## src/hw/rtl/vtp_pkg.sv

```systemverilog
// Shared types, codes and constants of the virtual timer pool.
package vtp_pkg;

	localparam int NUM_TIMERS = 8;
	localparam int TICK_MS = 10;

	localparam int IDX_W = (NUM_TIMERS > 1) ? $clog2(NUM_TIMERS) : 1;
	localparam int PMS_W = 16;
	localparam int TICKS_W = 13;
	localparam int NUM_W = 8;
	localparam int SLOT_W = 3;
	localparam int KIND_W = 3;
	localparam logic [TICKS_W-1:0] TICKS_MAX = 13'd8191;

	// period_ms / TICK_MS as multiply by rounded-up reciprocal, exact for 16-bit inputs
	localparam int DIV_SH = PMS_W + $clog2(TICK_MS);
	localparam int DIV_RECIP = ((1 << DIV_SH) + TICK_MS - 1) / TICK_MS;
	localparam int RECIP_W = DIV_SH - $clog2(TICK_MS) + 1;

	localparam int QDEPTH = 2;
	localparam int QPTR_W = (QDEPTH > 1) ? $clog2(QDEPTH) : 1;
	localparam int QCNT_W = $clog2(QDEPTH + 1);

	localparam logic [1:0] ACT_START = 2'd0;
	localparam logic [1:0] ACT_STOP  = 2'd1;
	localparam logic [1:0] ACT_TICK  = 2'd2;

	localparam logic [KIND_W-1:0] KIND_STARTED  = 3'd0;
	localparam logic [KIND_W-1:0] KIND_STOPPED  = 3'd1;
	localparam logic [KIND_W-1:0] KIND_EXPIRED  = 3'd2;
	localparam logic [KIND_W-1:0] KIND_REFUSED  = 3'd3;
	localparam logic [KIND_W-1:0] KIND_TICKDONE = 3'd4;

	typedef enum logic [2:0] {
		CMD_START,
		CMD_STOP,
		CMD_TICK,
		CMD_TICK_NOP,
		CMD_REFUSE
	} cmd_kind_t;

	typedef struct packed {
		cmd_kind_t           kind;
		logic [TICKS_W-1:0]  ticks;
		logic                rpt;
		logic [NUM_W-1:0]    number;
	} cmd_t;

	typedef enum logic [1:0] {
		ST_IDLE,
		ST_SCAN,
		ST_DONE
	} back_state_t;

endpackage

```

## src/hw/rtl/virtual_timer_pool.sv

```systemverilog
// Top level of the virtual timer pool: front end, command queue and sequencer.
//
// A pool of NUM_TIMERS (8) software timers advanced by a base tick. Each input
// item is a start, stop or tick request; the front end classifies it and converts
// the start period from ms to ticks (period_ms / TICK_MS, capped at 8191), then
// drops a command into a two-entry queue, so input items are still taken while it
// has room, even as the sequencer works or the result side stalls. Start claims the
// highest free slot (refused for zero period, no handler or a full pool), stop
// frees an active slot (refused if out of range or idle), action 3 is refused.
// Start, stop and refuse give one result each. A tick from source 0 walks the
// slots one per cycle, pausing while a firing slot waits for the result register,
// and reports each expiry, then a closing tick_done with tlast set. Ticks from
// other sources only answer tick_done. Every result but a tick's expiries
// carries tlast.
module virtual_timer_pool (
	input  logic        clk,
	input  logic        arst_n,
	input  logic        s_tvalid,
	output logic        s_tready,
	input  logic [31:0] s_tdata,   // period_ms[15:0], repeat_req[16], has_handler[17],
	                               // timer_number[25:18], zero pad above
	input  logic [1:0]  s_tuser,   // action[1:0]
	output logic        m_tvalid,
	input  logic        m_tready,
	output logic [15:0] m_tdata,   // slot[2:0], period_ticks[15:3]
	output logic [2:0]  m_tuser,   // result_kind[2:0]
	output logic        m_tlast    // last result of the input item
);
	import vtp_pkg::*;

	cmd_t front_cmd;
	cmd_t q_head;
	logic q_full;
	logic q_avail;
	logic q_pop;
	logic push;

	logic [SLOT_W-1:0]  out_slot;
	logic [TICKS_W-1:0] out_ticks;

	assign s_tready = !q_full;
	assign push     = s_tvalid && !q_full;

	vtp_front u_front (
		.action       (s_tuser),
		.period_ms    (s_tdata[15:0]),
		.repeat_req   (s_tdata[16]),
		.has_handler  (s_tdata[17]),
		.timer_number (s_tdata[25:18]),
		.cmd          (front_cmd)
	);

	vtp_queue u_queue (
		.clk      (clk),
		.arst_n   (arst_n),
		.push     (push),
		.push_cmd (front_cmd),
		.full     (q_full),
		.avail    (q_avail),
		.pop      (q_pop),
		.head     (q_head)
	);

	vtp_back u_back (
		.clk       (clk),
		.arst_n    (arst_n),
		.q_avail   (q_avail),
		.q_head    (q_head),
		.q_pop     (q_pop),
		.out_valid (m_tvalid),
		.out_ready (m_tready),
		.out_kind  (m_tuser),
		.out_slot  (out_slot),
		.out_ticks (out_ticks),
		.out_last  (m_tlast)
	);

	assign m_tdata = {out_ticks, out_slot};

endmodule

```

## src/hw/rtl/vtp_front.sv

```systemverilog
// Front end: classifies input items into commands and converts ms to ticks.
module vtp_front (
	input  logic [1:0]               action,
	input  logic [15:0]              period_ms,
	input  logic                     repeat_req,
	input  logic                     has_handler,
	input  logic [7:0]               timer_number,
	output vtp_pkg::cmd_t            cmd
);
	import vtp_pkg::*;

	logic [RECIP_W-1:0]       recip;
	logic [PMS_W+RECIP_W-1:0] prod;
	logic [PMS_W-1:0]         quot;
	logic [TICKS_W-1:0]       ticks;

	assign recip = RECIP_W'(DIV_RECIP);
	assign prod  = {{RECIP_W{1'b0}}, period_ms} * {{PMS_W{1'b0}}, recip};
	assign quot  = PMS_W'(prod >> DIV_SH);
	assign ticks = (quot > PMS_W'(TICKS_MAX)) ? TICKS_MAX : TICKS_W'(quot);

	always_comb begin
		cmd.ticks  = ticks;
		cmd.rpt    = repeat_req;
		cmd.number = timer_number;
		case (action)
			ACT_START: begin
				// zero period or no handler never reaches the pool
				cmd.kind = (period_ms == '0 || !has_handler) ? CMD_REFUSE : CMD_START;
			end
			ACT_STOP: begin
				cmd.kind = CMD_STOP;
			end
			ACT_TICK: begin
				// only source 0 drives the timers
				cmd.kind = (timer_number == '0) ? CMD_TICK : CMD_TICK_NOP;
			end
			default: begin
				cmd.kind = CMD_REFUSE;
			end
		endcase
	end

endmodule

```

## src/hw/rtl/vtp_queue.sv

```systemverilog
// Short command queue between front end and sequencer.
module vtp_queue (
	input  logic           clk,
	input  logic           arst_n,
	input  logic           push,
	input  vtp_pkg::cmd_t  push_cmd,
	output logic           full,
	output logic           avail,
	input  logic           pop,
	output vtp_pkg::cmd_t  head
);
	import vtp_pkg::*;

	cmd_t              mem_q [QDEPTH];
	logic [QPTR_W-1:0] wr_ptr_q;
	logic [QPTR_W-1:0] rd_ptr_q;
	logic [QCNT_W-1:0] cnt_q;

	assign full  = (cnt_q == QCNT_W'(QDEPTH));
	assign avail = (cnt_q != '0);
	assign head  = mem_q[rd_ptr_q];

	always_ff @(posedge clk or negedge arst_n) begin
		if (!arst_n) begin
			wr_ptr_q <= '0;
			rd_ptr_q <= '0;
			cnt_q    <= '0;
		end else begin
			if (push) begin
				wr_ptr_q <= (wr_ptr_q == QPTR_W'(QDEPTH - 1)) ? '0 : wr_ptr_q + 1'b1;
			end
			if (pop) begin
				rd_ptr_q <= (rd_ptr_q == QPTR_W'(QDEPTH - 1)) ? '0 : rd_ptr_q + 1'b1;
			end
			if (push && !pop) begin
				cnt_q <= cnt_q + 1'b1;
			end else if (pop && !push) begin
				cnt_q <= cnt_q - 1'b1;
			end
		end
	end

	always_ff @(posedge clk) begin
		if (push) begin
			mem_q[wr_ptr_q] <= push_cmd;
		end
	end

endmodule

```

## src/hw/rtl/vtp_back.sv

```systemverilog
// Sequencer: owns the timer slots, runs commands and drives the result register.
module vtp_back (
	input  logic                          clk,
	input  logic                          arst_n,
	input  logic                          q_avail,
	input  vtp_pkg::cmd_t                 q_head,
	output logic                          q_pop,
	output logic                          out_valid,
	input  logic                          out_ready,
	output logic [vtp_pkg::KIND_W-1:0]    out_kind,
	output logic [vtp_pkg::SLOT_W-1:0]    out_slot,
	output logic [vtp_pkg::TICKS_W-1:0]   out_ticks,
	output logic                          out_last
);
	import vtp_pkg::*;

	back_state_t         state_q, state_d;
	logic [IDX_W-1:0]    idx_q, idx_d;

	logic                active_q  [NUM_TIMERS];
	logic                repeats_q [NUM_TIMERS];
	logic [TICKS_W-1:0]  period_q  [NUM_TIMERS];
	logic [TICKS_W-1:0]  count_q   [NUM_TIMERS];

	logic                valid_q;
	logic [KIND_W-1:0]   kind_q;
	logic [SLOT_W-1:0]   slot_q;
	logic [TICKS_W-1:0]  ticks_q;
	logic                last_q;

	logic                out_free;
	logic                ld;
	logic [KIND_W-1:0]   ld_kind;
	logic [SLOT_W-1:0]   ld_slot;
	logic [TICKS_W-1:0]  ld_ticks;
	logic                ld_last;

	logic                free_found;
	logic [IDX_W-1:0]    free_idx;
	logic                stop_ok;
	logic [IDX_W-1:0]    stop_idx;
	logic [TICKS_W-1:0]  cnt_new;
	logic                fire;

	logic                start_we;
	logic                clr_en;
	logic [IDX_W-1:0]    clr_idx;
	logic                cnt_we;
	logic [TICKS_W-1:0]  cnt_val;

	assign out_free  = !valid_q || out_ready;
	assign out_valid = valid_q;
	assign out_kind  = kind_q;
	assign out_slot  = slot_q;
	assign out_ticks = ticks_q;
	assign out_last  = last_q;

	// highest-numbered free slot
	always_comb begin
		free_found = 1'b0;
		free_idx   = '0;
		for (int i = 0; i < NUM_TIMERS; i++) begin
			if (!active_q[i]) begin
				free_found = 1'b1;
				free_idx   = IDX_W'(i);
			end
		end
	end

	assign stop_idx = IDX_W'(q_head.number);
	assign stop_ok  = (q_head.number < NUM_W'(NUM_TIMERS)) && active_q[stop_idx];
	assign cnt_new  = (count_q[idx_q] < TICKS_MAX) ? count_q[idx_q] + 1'b1 : count_q[idx_q];
	assign fire     = (cnt_new >= period_q[idx_q]);

	always_comb begin
		state_d  = state_q;
		idx_d    = idx_q;
		q_pop    = 1'b0;
		ld       = 1'b0;
		ld_kind  = KIND_REFUSED;
		ld_slot  = '0;
		ld_ticks = '0;
		ld_last  = 1'b1;
		start_we = 1'b0;
		clr_en   = 1'b0;
		clr_idx  = idx_q;
		cnt_we   = 1'b0;
		cnt_val  = cnt_new;
		case (state_q)
			ST_IDLE: begin
				if (q_avail && out_free) begin
					q_pop = 1'b1;
					case (q_head.kind)
						CMD_START: begin
							ld = 1'b1;
							if (free_found) begin
								start_we = 1'b1;
								ld_kind  = KIND_STARTED;
								ld_slot  = SLOT_W'(free_idx);
							end
						end
						CMD_STOP: begin
							ld = 1'b1;
							if (stop_ok) begin
								clr_en  = 1'b1;
								clr_idx = stop_idx;
								ld_kind = KIND_STOPPED;
							end
						end
						CMD_TICK: begin
							state_d = ST_SCAN;
							idx_d   = '0;
						end
						CMD_TICK_NOP: begin
							ld      = 1'b1;
							ld_kind = KIND_TICKDONE;
						end
						default: begin
							ld = 1'b1;
						end
					endcase
				end
			end
			ST_SCAN: begin
				// one slot per cycle; a firing slot waits for the result register
				if (!active_q[idx_q] || !fire || out_free) begin
					if (active_q[idx_q]) begin
						if (fire) begin
							ld       = 1'b1;
							ld_kind  = KIND_EXPIRED;
							ld_slot  = SLOT_W'(idx_q);
							ld_ticks = period_q[idx_q];
							ld_last  = 1'b0;
							if (repeats_q[idx_q]) begin
								cnt_we  = 1'b1;
								cnt_val = '0;
							end else begin
								clr_en = 1'b1;
							end
						end else begin
							cnt_we = 1'b1;
						end
					end
					if (idx_q == IDX_W'(NUM_TIMERS - 1)) begin
						state_d = ST_DONE;
						idx_d   = '0;
					end else begin
						idx_d = idx_q + 1'b1;
					end
				end
			end
			ST_DONE: begin
				if (out_free) begin
					ld      = 1'b1;
					ld_kind = KIND_TICKDONE;
					state_d = ST_IDLE;
				end
			end
			default: begin
				state_d = ST_IDLE;
				idx_d   = '0;
			end
		endcase
	end

	always_ff @(posedge clk or negedge arst_n) begin
		if (!arst_n) begin
			state_q <= ST_IDLE;
			idx_q   <= '0;
			valid_q <= 1'b0;
			for (int i = 0; i < NUM_TIMERS; i++) begin
				active_q[i]  <= 1'b0;
				repeats_q[i] <= 1'b0;
			end
		end else begin
			state_q <= state_d;
			idx_q   <= idx_d;
			if (ld) begin
				valid_q <= 1'b1;
			end else if (out_ready) begin
				valid_q <= 1'b0;
			end
			if (start_we) begin
				active_q[free_idx]  <= 1'b1;
				repeats_q[free_idx] <= q_head.rpt;
			end
			if (clr_en) begin
				active_q[clr_idx] <= 1'b0;
			end
		end
	end

	always_ff @(posedge clk) begin
		if (ld) begin
			kind_q  <= ld_kind;
			slot_q  <= ld_slot;
			ticks_q <= ld_ticks;
			last_q  <= ld_last;
		end
		if (start_we) begin
			period_q[free_idx] <= q_head.ticks;
			count_q[free_idx]  <= '0;
		end
		if (cnt_we) begin
			count_q[idx_q] <= cnt_val;
		end
	end

	// no command leaves the queue while a tick is being worked through
	a_no_pop_busy: assert property (@(posedge clk) disable iff (!arst_n)
		(state_q != ST_IDLE) |-> !q_pop)
		else $error("queue popped during tick scan");

	// the scan index rests at zero between ticks
	a_idx_idle: assert property (@(posedge clk) disable iff (!arst_n)
		(state_q == ST_IDLE) |-> (idx_q == '0))
		else $error("scan index not parked");

	// a started slot is active on the next cycle
	a_start_sets: assert property (@(posedge clk) disable iff (!arst_n)
		start_we |=> active_q[$past(free_idx)])
		else $error("started slot not active");

	// an expiry is never the closing result of a tick
	a_exp_not_last: assert property (@(posedge clk) disable iff (!arst_n)
		(valid_q && kind_q == KIND_EXPIRED) |-> !last_q)
		else $error("expiry flagged as last");

endmodule

```

## config.mk

```make
export PLATFORM = sky130hd
export DESIGN_NAME = virtual_timer_pool
export DESIGN_NICKNAME = d
export VERILOG_FILES = /design/src/hw/rtl/vtp_pkg.sv /design/src/hw/rtl/virtual_timer_pool.sv /design/src/hw/rtl/vtp_front.sv /design/src/hw/rtl/vtp_queue.sv /design/src/hw/rtl/vtp_back.sv
export SDC_FILE = /design/constraint.sdc
export NUM_CORES = 1
export LEC_CHECK = 0
export BUFFER_PORTS_ARGS = -buffer_cell sky130_fd_sc_hd__buf_4
export CORE_UTILIZATION = 55
export DETAILED_ROUTE_END_ITERATION = 10
export PLACE_DENSITY = 0.72
export SLEW_MARGIN = 20
export SYNTH_ARGS = -nofsm -noshare
export SYNTH_HDL_FRONTEND = slang
export SYNTH_SLANG_ARGS = --single-unit
```

## constraint.sdc

```tcl
create_clock -name clk -period 5.75 [get_ports clk]
set_input_delay 0.2875 -clock clk [delete_from_list [all_inputs] [get_ports clk]]
set_output_delay 0.2875 -clock clk [all_outputs]
set_load 0.01 [all_outputs]
```

==> impl_metrics.py, run 1 <==
metrics = {
    "logic_synthesis": {
        "ys_ff_latch": 304,
        "synthCells": 1280,
        "syn-cell-area_um2": 17700,
        "synth_cell_types": 73,
        "synth_nets": 1554,
        "synth-edff-count": 278,
        "yosysSeqAreaShare": 0.510,
        "synthFlopType": "edfxtp_1",
        "async_reset_ff_frac": 0.0855,
        "yosys_warnings": 0,
        "syn_area_per_cell_um2": 13.8,
    },
    "timing": {
        "finalCritPeriodShare": 0.889,
        "slew_headroom": 0.403,
        "max_freq_mhz": 196,
        "setup_viol": 0,
        "maxSlewViolCount": 0,
        "hold_violations": 0,
        "rsz0062_at_grt": "false",
        "finalSetupTns_ps": 0,
        "min_period_ps": 5110,
        "holdWs_ps": 96.3,
        "finClkSkew_ps": 16.6,
        "tightestPinTransition_ps": 894,
    },
    "final_layout": {
        "area_delta_synth_final_pct": 11.1,
        "drive_gt1_frac": 0.162,
        "nets": 1644,
        "multi_input_area_um2": 7740,
        "n_fill_cell": 2368,
        "regArea_um2": 9000,
    },
    "global_routing": {
        "antenna_found_initial": 1,
        "grt_first_pass_wirelength_um": 57900,
        "grt_max_degree": 32,
        "grt_pass1_vias": 11000,
        "overflow": 0,
        "grt_use_total": 0.227,
    },
    "worst_setup_path": {
        "cp_common_cell": "mux2i_1",
        "cp_cell_sequence": "mux4_1 > mux2i_1 > nor4_4 > and2_4 > nand4_1 > mux2i_1 > ha_1 > and4_1 > o21ai_0 > a2111oi_0 > or2_2 > o211ai_1 > buf_4 > o22ai_1",
        "critical_path_arrival_ps": 5360,
        "crit_path_end_kind": "register",
        "worstSetupStartpointType": "register",
        "worstPathMaxFanout": 31,
        "cpLargestDelayFamily": "multiplexers",
        "crit_buf_inv": 1,
        "cpMaxStageDelayCell": "dfrtp_4",
        "slowest_delay_ps": 830,
        "cp.required_ps": 6000,
        "crit_type": "reg -> reg",
    },
    "run_status": {
        "outcome": "finished, final reports clean",
    },
    "placement": {
        "place.port_buffers": 53,
        "dp_hpwl_um": 26100,
        "routabilityCongestion": 0.934,
    },
    "drt": {
        "drc_errors": 0,
        "wl_um": 35400,
        "vias": 10200,
        "dr.pass1.iters": 5,
        "drt_iter0_drc": 636,
        "wl_per_cell_um": 19.7,
        "drtAntennaViolNets": 0,
        "viasPerCell": 5.70,
    },
    "die": {
        "core_area_um2": 31600,
        "io_pins": 60,
        "die_x_um": 181,
        "die_height_um": 181,
        "die-area_um2": 32800,
        "initial_utilization": 0.560,
        "rows": 65,
    },
    "clock_network": {
        "clk_pin_slew_worst_paths_ps": 60,
        "cts_tree": "built",
        "cts_made_buffers": 28,
        "cts_sinks": 304,
        "cts_root_buf": "clkbuf_16",
        "clockBufferDepth": 3,
        "clk_latency_ps": 540,
        "cts-htree-levels": 1,
    },
    "pwr": {
        "powerDensity_nw_per_um2": 533,
        "ir_worst_vdd_mv": 0.258,
        "leakage_nw": 8.17,
    },
    "worst_hold_path": {
        "hp-class": "in -> reg",
    },
    "flow_run": {
        "drv_cap": 0,
    },
}
[cell type report]
class / instances / area share
Clock inverter: 11 / 0.00395
Clock buffer: 40 / 0.0411
Multi-Input combinational cell: 740 / 0.395
Antenna cell: 1 / 0.000128
Sequential cell: 304 / 0.459
Timing Repair Buffer: 90 / 0.0363
Inverter: 206 / 0.0395
Tap cell: 402 / 0.0256
[Yosys cell counts, types with 4 or more instances]
cell,instances,share of area
xor2_1,17,0.0084
inv_1,204,0.043
o22ai_1,10,0.0035
dfrtp_1,26,0.037
mux4_2,54,0.069
a22o_1,5,0.0025
and2_1,6,0.0021
buf_1,4,0.00085
nor4_1,4,0.0014
a21oi_1,37,0.010
a31oi_1,7,0.0025
o211ai_1,4,0.0017
buf_2,9,0.0026
a21o_1,7,0.0030
mux2i_1,26,0.015
nor3_1,7,0.0020
nand3_1,19,0.0054
nor2b_1,10,0.0035
mux2_2,25,0.016
o21ai_0,21,0.0060
xnor2_1,13,0.0064
fa_1,79,0.090
nand2_1,75,0.016
o21bai_1,9,0.0038
ha_1,157,0.11
o21a_1,5,0.0021
nor2_1,52,0.011
nand2b_1,10,0.0035
nand4_1,14,0.0050
and3_1,15,0.0053
edfxtp_1,278,0.47
clkbuf_1,10,0.0021
a211oi_1,5,0.0021
[layer usage]
metal  GRT usage  share of wire
met5           0              0
met4      0.0841          0.033
met3      0.0254          0.040
met2       0.396           0.50
met1       0.294           0.43
[worst reg2reg max path, cell delays in order, from the launching register on]
cell and delay (ps):
dfrtp_4 830, mux4_1 720, mux2i_1 390, nor4_4 120
and2_4 210, nand4_1 80, mux2i_1 380, ha_1 330
and4_1 170, o21ai_0 140, a2111oi_0 110, or2_2 390
o211ai_1 370, buf_4 350, o22ai_1 210
[per-stage QoR]
stage	worst slack [ps]	utilization	instances	power, mW	instance area (um^2)
after floorplan	714	-	1280	7.34	17700
after global placement	225	0.590	1732	8.58	18600
after detailed placement	171	0.590	1732	8.72	18600
after CTS	692	0.622	1793	10.5	19600
after global routing	300	0.622	1794	11.3	19600
final	636	0.622	1794	10.5	19600
[cell usage in the layout (no fill, tap or decap), types with 4 or more instances in the layout]
cell / instances
fa_1: 79
mux2_2: 25
dfrtp_1: 24
o211ai_1: 4
ha_1: 157
dlygate4sd3_1: 10
o21ai_0: 20
clkbuf_8: 4
o22ai_1: 10
xor2_1: 17
nand2b_1: 10
and2_1: 6
o21a_1: 5
o21bai_1: 9
edfxtp_1: 278
buf_4: 79
a211oi_1: 5
a22o_1: 5
nor4_1: 4
nor2_2: 5
nor2_1: 48
mux2i_1: 26
mux4_2: 54
clkbuf_16: 29
a31oi_1: 7
a21oi_1: 37
and3_1: 15
nor2b_1: 10
nor3_1: 7
a21o_1: 7
inv_1: 204
xnor2_1: 13
nand2_1: 75
clkinv_1: 4
nand3_1: 19
clkinv_2: 5
nand4_1: 14
clkbuf_1: 7
[worst paths after layout]
kind                                           from  cells past startpoint             endpoint  slack, ps
worst max-delay path                u_back.idx_q[0]                     14   u_back.out_slot[1]        640
worst min-delay path                       s_tvalid                      3     u_queue.wr_ptr_q        100
worst max register to register      u_back.idx_q[0]                     14   u_back.out_slot[1]        640
worst min register to register  u_back.repeats_q[5]                      1  u_back.repeats_q[5]        500
max in group asynchronous                    arst_n                      2      u_back.idx_q[0]       5260
min in group asynchronous                    arst_n                      2      u_back.idx_q[0]        200
[state kept, by name, summed over array words and instances (netlist names), 8 cells and up]
signal            count
u_queue.mem_q        50
u_back.out_ticks     13
u_back.period_q     104
u_back.active_q       8
u_back.repeats_q      8
u_back.count_q      104
[timing repair]
action                     4_1_cts  5_1_grt
hold buffers                    10        0
setup endpoints to repair        0        0
resized for setup                0        0
buffers inserted                 0        0
hold endpoints to repair        44        0
[report_power, final]
part / internal, mW / switching (mW)
registers: 3.19 / 0.232
clock network: 1.02 / 0.761
logic: 2.16 / 3.10
[kinds of logic (layout without fill, tap and decap cells)]
group | Yosys count | in the layout | share of synthesized area
flops | 304 | 304 | 0.510
other cells | 0 | 1 | 0
fa+ha+maj | 236 | 236 | 0.201
xor+xnor | 30 | 30 | 0.0149
mux | 111 | 111 | 0.106
buf+inv | 236 | 347 | 0.0538
simple gates | 227 | 227 | 0.0644
compound gates | 136 | 136 | 0.0502
Note: power is estimated with default switching activity, not from simulation.
==> inputs of run 2 (changes only) <==
--- a/config.mk
+++ b/config.mk
@@ -6,6 +6,7 @@
 export NUM_CORES = 1
 export LEC_CHECK = 0
 export BUFFER_PORTS_ARGS = -buffer_cell sky130_fd_sc_hd__buf_4
+export CORE_ASPECT_RATIO = 0.8
 export CORE_UTILIZATION = 55
 export DETAILED_ROUTE_END_ITERATION = 10
 export PLACE_DENSITY = 0.72
==> impl_metrics.py, run 2 (synthesized netlist as in run 1, its figures left out) <==
metrics = {
    "run_status": {
        "outcome": "finished, final reports clean",
    },
    "global_routing": {
        "grt_max_degree": 31,
        "grt_use_total": 0.240,
        "grt_pass1_vias": 10600,
        "antenna_found_initial": 0,
        "grt_first_pass_wirelength_um": 59600,
        "overflow": 0,
    },
    "worst_setup_path": {
        "critical_path_arrival_ps": 5530,
        "cp_cell_sequence": "buf_4 > inv_1 > ha_1 > buf_4 > ha_1 > inv_1 > fa_1 > inv_1 > fa_1 > fa_1 > inv_1 > fa_1 > inv_1 > ha_1 > a2111oi_0 > o21ai_0 > nand4_1 > o2111ai_1 > a211oi_1 > nor2_1 > a31oi_1",
        "crit_type": "in -> reg",
        "cpMaxStageDelayCell": "fa_1",
        "slowest_delay_ps": 540,
        "worstSetupStartpointType": "primary input",
        "r2r_cells": 14,
        "crit_buf_inv": 7,
        "crit_path_end_kind": "register",
        "cp.required_ps": 6100,
        "worstPathMaxFanout": 7,
        "cp_common_cell": "inv_1",
        "cpLargestDelayFamily": "adder cells",
        "worstSetupPathDepth": 21,
    },
    "clock_network": {
        "postCtsSetupBuffers": 0,
        "cts_root_buf": "clkbuf_16",
        "cts_tree": "built",
        "cts_made_buffers": 27,
        "clk_latency_ps": 570,
        "cts-htree-levels": 1,
        "clockBufferDepth": 3,
        "clk_pin_slew_worst_paths_ps": 80,
        "cts_sinks": 304,
    },
    "drt": {
        "viasPerCell": 5.73,
        "dr.pass1.iters": 5,
        "drtAntennaViolNets": 0,
        "wl_met3_um": 2850,
        "vias": 10400,
        "drc_errors": 0,
        "drt_iter0_drc": 846,
        "wl_met2_um": 16000,
        "wl_um": 38000,
        "wl_per_cell_um": 20.9,
        "drt-met1-wl_um": 18300,
        "routed.top_layer": "met4",
    },
    "pwr": {
        "ir_worst_vdd_mv": 0.372,
        "leakage_nw": 8.16,
        "power.total_mw": 10.7,
        "powerDensity_nw_per_um2": 544,
    },
    "worst_hold_path": {
        "hold_depth": 3,
        "hp-class": "in -> reg",
    },
    "timing": {
        "tightestPinTransition_ps": 985,
        "slew_headroom": 0.344,
        "setup_viol": 0,
        "hold_violations": 0,
        "rsz0062_at_grt": "false",
        "maxSlewViolCount": 0,
        "min_period_ps": 5180,
        "finalSetupTns_ps": 0,
        "finalCritPeriodShare": 0.901,
        "max_freq_mhz": 193,
        "finClkSkew_ps": 17.9,
    },
    "die": {
        "die_height_um": 162,
        "rows": 58,
        "io_pins": 60,
        "initial_utilization": 0.561,
        "core_area_um2": 31500,
        "die_x_um": 202,
        "die-area_um2": 32800,
    },
    "flow_run": {
        "drv_cap": 0,
    },
    "final_layout": {
        "area_delta_synth_final_pct": 11.0,
        "largestRegisters": "u_back.count_q: 104 flops, u_back.period_q: 104 flops, u_queue.mem_q: 50 flops",
        "diodes": 0,
        "regArea_um2": 9000,
        "nets": 1647,
        "n_fill_cell": 2418,
        "drive_gt1_frac": 0.159,
        "design_area_um2": 19600,
        "multi_input_area_um2": 7730,
        "final_common_cell": "edfxtp_1",
        "final_cell_mix": "278 x edfxtp_1, 204 x inv_1, 157 x ha_1, 84 x buf_4, 79 x fa_1",
    },
    "placement": {
        "place.port_buffers": 53,
        "dp_hpwl_um": 28000,
        "placed_area_um2": 18700,
        "routabilityCongestion": 0.916,
    },
}
## run 2: cell type report
type                            count  area share
Tap cell                          420      0.0268
Clock buffer                       31      0.0352
Sequential cell                   304       0.459
Inverter                          206      0.0396
Timing Repair Buffer               94      0.0373
Clock inverter                     19     0.00791
Multi-Input combinational cell    740       0.394
## run 2: power by group
group	total [mW]	leakage (nW)	internal, mW	switching [mW]
registers	3.44	2.88	3.19	0.257
logic	5.46	4.87	2.22	3.24
clock network	1.76	0.405	0.955	0.801
## run 2: what timing repair did
action,CTS,global route
gates resized for setup,0,0
hold buffers,10,0
endpoints found under the hold margin,44,0
## run 2: through the flow
step	util	worst slack, ps	cells	hold WS (ps)
3_3_place_gp	0.593	67.8	1754	224
5_1_grt	0.623	269	1814	91.6
4_1_cts	0.623	629	1814	40.0
3_5_place_dp	0.593	62.2	1754	236
6_report	0.623	570	1814	49.5
2_1_floorplan	-	714	1280	-8.09
## run 2: worst reg2reg max path, stage by stage (launching register included)
cell and delay [ps]:
dfrtp_4 780, mux4_2 600, mux2i_1 420, nor4_4 130, and2_4 200, nand4_2 100, mux2_4 320, ha_1 290
and4_1 190, o21ai_0 150, a2111oi_0 380, or2_2 280, o211ai_1 160, o21ai_2 410, buf_4 320
## run 2: final timing paths
kind | from | end | slack (ps)
worst max-delay path | s_tdata[4] | u_queue.mem_q[1][18] | 570
worst min-delay path | s_tvalid | u_queue.wr_ptr_q | 50
worst max register to register | u_back.idx_q[0] | u_back.out_last | 730
worst min register to register | u_queue.cnt_q[1] | u_queue.cnt_q[1] | 500
max in group asynchronous | arst_n | u_back.idx_q[0] | 5160
min in group asynchronous | arst_n | u_back.idx_q[2] | 290
## run 2: routing by layer
metal	global-route usage	up-vias
met5	0	-
met4	0.0574	0
met3	0.0401	61
met2	0.342	382
met1	0.382	5150
li1	-	4807
==> inputs of run 3 (changes only) <==
--- a/config.mk
+++ b/config.mk
@@ -5,6 +5,7 @@
 export SDC_FILE = /design/constraint.sdc
 export NUM_CORES = 1
 export LEC_CHECK = 0
+export ABC_AREA = 1
 export BUFFER_PORTS_ARGS = -buffer_cell sky130_fd_sc_hd__buf_4
 export CORE_ASPECT_RATIO = 0.8
 export CORE_UTILIZATION = 55
==> impl_metrics.py, run 3 <==
metrics = {
    "pwr": {
        "powerDensity_nw_per_um2": 559,
        "power_frac_comb": 0.550,
        "clock_power_share": 0.155,
        "p_seq_frac": 0.295,
        "p_int_mw": 6.18,
        "leakage_nw": 9.00,
        "sw_frac_of_total": 0.459,
        "ir_worst_vdd_mv": 0.556,
        "switchingPower_mw": 5.24,
    },
    "drt": {
        "viasPerCell": 5.55,
        "drtAntennaViolNets": 0,
        "drc_errors": 0,
        "drt_iter0_drc": 1216,
        "dr.pass1.iters": 6,
        "wl_per_cell_um": 18.4,
        "vias": 13200,
        "wl_um": 43800,
    },
    "logic_synthesis": {
        "async_reset_ff_frac": 0.0855,
        "synth_area_leaders": "edfxtp_1 45%, ha_1 11%, fa_1 8.5%",
        "syn-cell-area_um2": 18500,
        "synth_common_cells": "315 x nand2_1, 280 x inv_1, 278 x edfxtp_1, 266 x nor2_1, 157 x ha_1",
        "syn_area_per_cell_um2": 9.91,
        "synthCells": 1871,
        "ys_ff_latch": 304,
        "yosysMostFrequentCell": "nand2_1",
        "yosys_warnings": 0,
        "synth_cell_types": 50,
        "synth_nets": 2145,
        "yosysSeqAreaShare": 0.485,
        "synth_top_area_share": 0.450,
        "synth_area_leader_cell": "edfxtp_1",
        "synthFlopType": "edfxtp_1",
        "synth-edff-count": 278,
    },
    "global_routing": {
        "grt_use_total": 0.261,
        "overflow": 0,
        "grt_first_pass_wirelength_um": 70300,
        "grt_pass1_vias": 13000,
        "antenna_found_initial": 0,
        "grt_max_degree": 123,
    },
    "placement": {
        "placed_cells": 2325,
        "place.port_buffers": 53,
        "routabilityCongestion": 0.945,
        "dp_hpwl_um": 31400,
    },
    "worst_setup_path": {
        "worstSetupStartpointType": "register",
        "slowest_delay_ps": 450,
        "r2r_cells": 28,
        "cp.required_ps": 6020,
        "reg2reg_to": "u_back.count_q[6][5]",
        "critical_path_arrival_ps": 5430,
        "crit_path_end_kind": "register",
        "r2r-start": "u_back.idx_q[0]",
        "reg2reg_slack_ps": 590,
        "worstPathMaxFanout": 122,
        "cpMaxStageDelayCell": "dfrtp_4",
        "cp_common_cell": "nand2_1",
        "crit_type": "reg -> reg",
    },
    "final_layout": {
        "regArea_um2": 9000,
        "area_delta_synth_final_pct": 9.99,
        "largestRegisters": "u_back.count_q: 104 flops, u_back.period_q: 104 flops, u_queue.mem_q: 50 flops",
        "final_common_cell": "nand2_1",
        "multi_input_area_um2": 8190,
        "diodes": 0,
        "final_cell_mix": "315 x nand2_1, 280 x inv_1, 278 x edfxtp_1, 262 x nor2_1, 157 x ha_1",
        "stdcell_count": 2385,
        "n_fill_cell": 2677,
        "drive_gt1_frac": 0.0832,
        "nets": 2212,
    },
    "clock_network": {
        "cts_made_buffers": 28,
        "cts_tree": "built",
        "cts_root_buf": "clkbuf_16",
        "clk_pin_slew_worst_paths_ps": 70,
        "cts-htree-levels": 1,
        "cts_sinks": 304,
        "clk_latency_ps": 570,
        "postCtsSetupBuffers": 0,
        "clockBufferDepth": 3,
    },
    "timing": {
        "finalSetupTns_ps": 0,
        "min_period_ps": 5160,
        "rsz0062_at_grt": "false",
        "finClkSkew_ps": 23.2,
        "tightestPinTransition_ps": 942,
        "setup_viol": 0,
        "slew_headroom": 0.372,
        "holdWs_ps": 78.9,
        "maxSlewViolCount": 0,
        "hold_violations": 0,
        "max_freq_mhz": 194,
        "finalCritPeriodShare": 0.897,
    },
    "die": {
        "core_area_um2": 32900,
        "initial_utilization": 0.565,
        "die_height_um": 166,
        "rows": 59,
        "io_pins": 60,
        "die-area_um2": 34500,
        "die_x_um": 207,
    },
    "worst_hold_path": {
        "hold_depth": 3,
        "min_to": "u_queue.mem_q[1][22]",
        "hp-class": "in -> reg",
        "hp-start": "s_tuser[0]",
    },
    "flow_run": {
        "drv_cap": 0,
    },
    "run_status": {
        "outcome": "finished, final reports clean",
    },
}
[run 3: worst max path at each step]
| stage | startpoint | cells after the start | slack [ps] | end |
|---|---|---|---|---|
| 2_1_floorplan | s_tdata[6] | 22 | 760 | u_queue.mem_q[0][15] |
| 3_3_place_gp | s_tdata[7] | 22 | 220 | u_queue.mem_q[1][15] |
| 3_5_place_dp | s_tdata[7] | 22 | 100 | u_queue.mem_q[1][15] |
| 4_1_cts | u_back.idx_q[0] | 26 | 540 | u_back.count_q[1][11] |
| 5_1_grt | u_back.idx_q[0] | 26 | 80 | u_back.count_q[1][10] |
| 6_report | u_back.idx_q[0] | 28 | 590 | u_back.count_q[6][5] |
[run 3: per-layer routing]
| layer | vias to the layer above | global-route usage | share of wire |
|---|---|---|---|
| li1 | 6336 | - | - |
| met1 | 6342 | 0.404 | 0.47 |
| met2 | 506 | 0.377 | 0.41 |
| met3 | 53 | 0.0579 | 0.095 |
| met4 | 0 | 0.0503 | 0.015 |
| met5 | - | 0 | 0 |
[run 3: cells by family after synthesis]
| family | share of synthesized area |
|---|---|
| AND/OR/NAND/NOR | 0.152 |
| buffers and inverters | 0.0740 |
| flip-flops | 0.485 |
| AO/OA/AOI/OAI | 0.0852 |
| adder cells (fa/ha/maj) | 0.191 |
| XOR/XNOR | 0.0109 |
| multiplexers | 0.00121 |
[run 3: cell type report]
class	instances	area share
Tap cell	427	0.0262
Clock buffer	37	0.0370
Clock inverter	13	0.00558
Multi-Input combinational cell	1228	0.401
Sequential cell	304	0.441
Timing Repair Buffer	89	0.0356
Inverter	287	0.0530
[run 3: worst max-delay path, delay by kind of cell (launching register included)]
kind	cells	cell delay, ps
simple gates	19	2710
buf+inv	3	620
fa+ha+maj	2	490
flops	1	450
compound gates	3	320
xor+xnor	1	240
[run 3: power by group through the flow]
stage          logic (mW)  registers, mW  clock network, mW
6_report             6.27           3.37               1.77
5_1_grt              7.16           3.40               1.88
3_3_place_gp         6.00           3.39                  0
4_1_cts              6.22           3.37               1.79
2_1_floorplan        4.39           3.38                  0
3_5_place_dp         6.16           3.41                  0
[run 3: repair_timing]
action | 4_1_cts | 5_1_grt
hold endpoints to repair | 44 | 0
setup endpoints to repair | 0 | 10
resized for setup | 0 | 2
hold buffers | 10 | 0
[run 3: per-stage QoR]
| stage | instance area (um^2) | setup WS [ps] | util | power (mW) |
|---|---|---|---|---|
| 4_1_cts | 20400 | 545 | 0.621 | 11.4 |
| 3_3_place_gp | 19400 | 221 | 0.591 | 9.39 |
| 2_1_floorplan | 18500 | 757 | - | 7.77 |
| 3_5_place_dp | 19400 | 95.5 | 0.591 | 9.57 |
| 6_report | 20400 | 590 | 0.621 | 11.4 |
| 5_1_grt | 20400 | 81.5 | 0.621 | 12.4 |
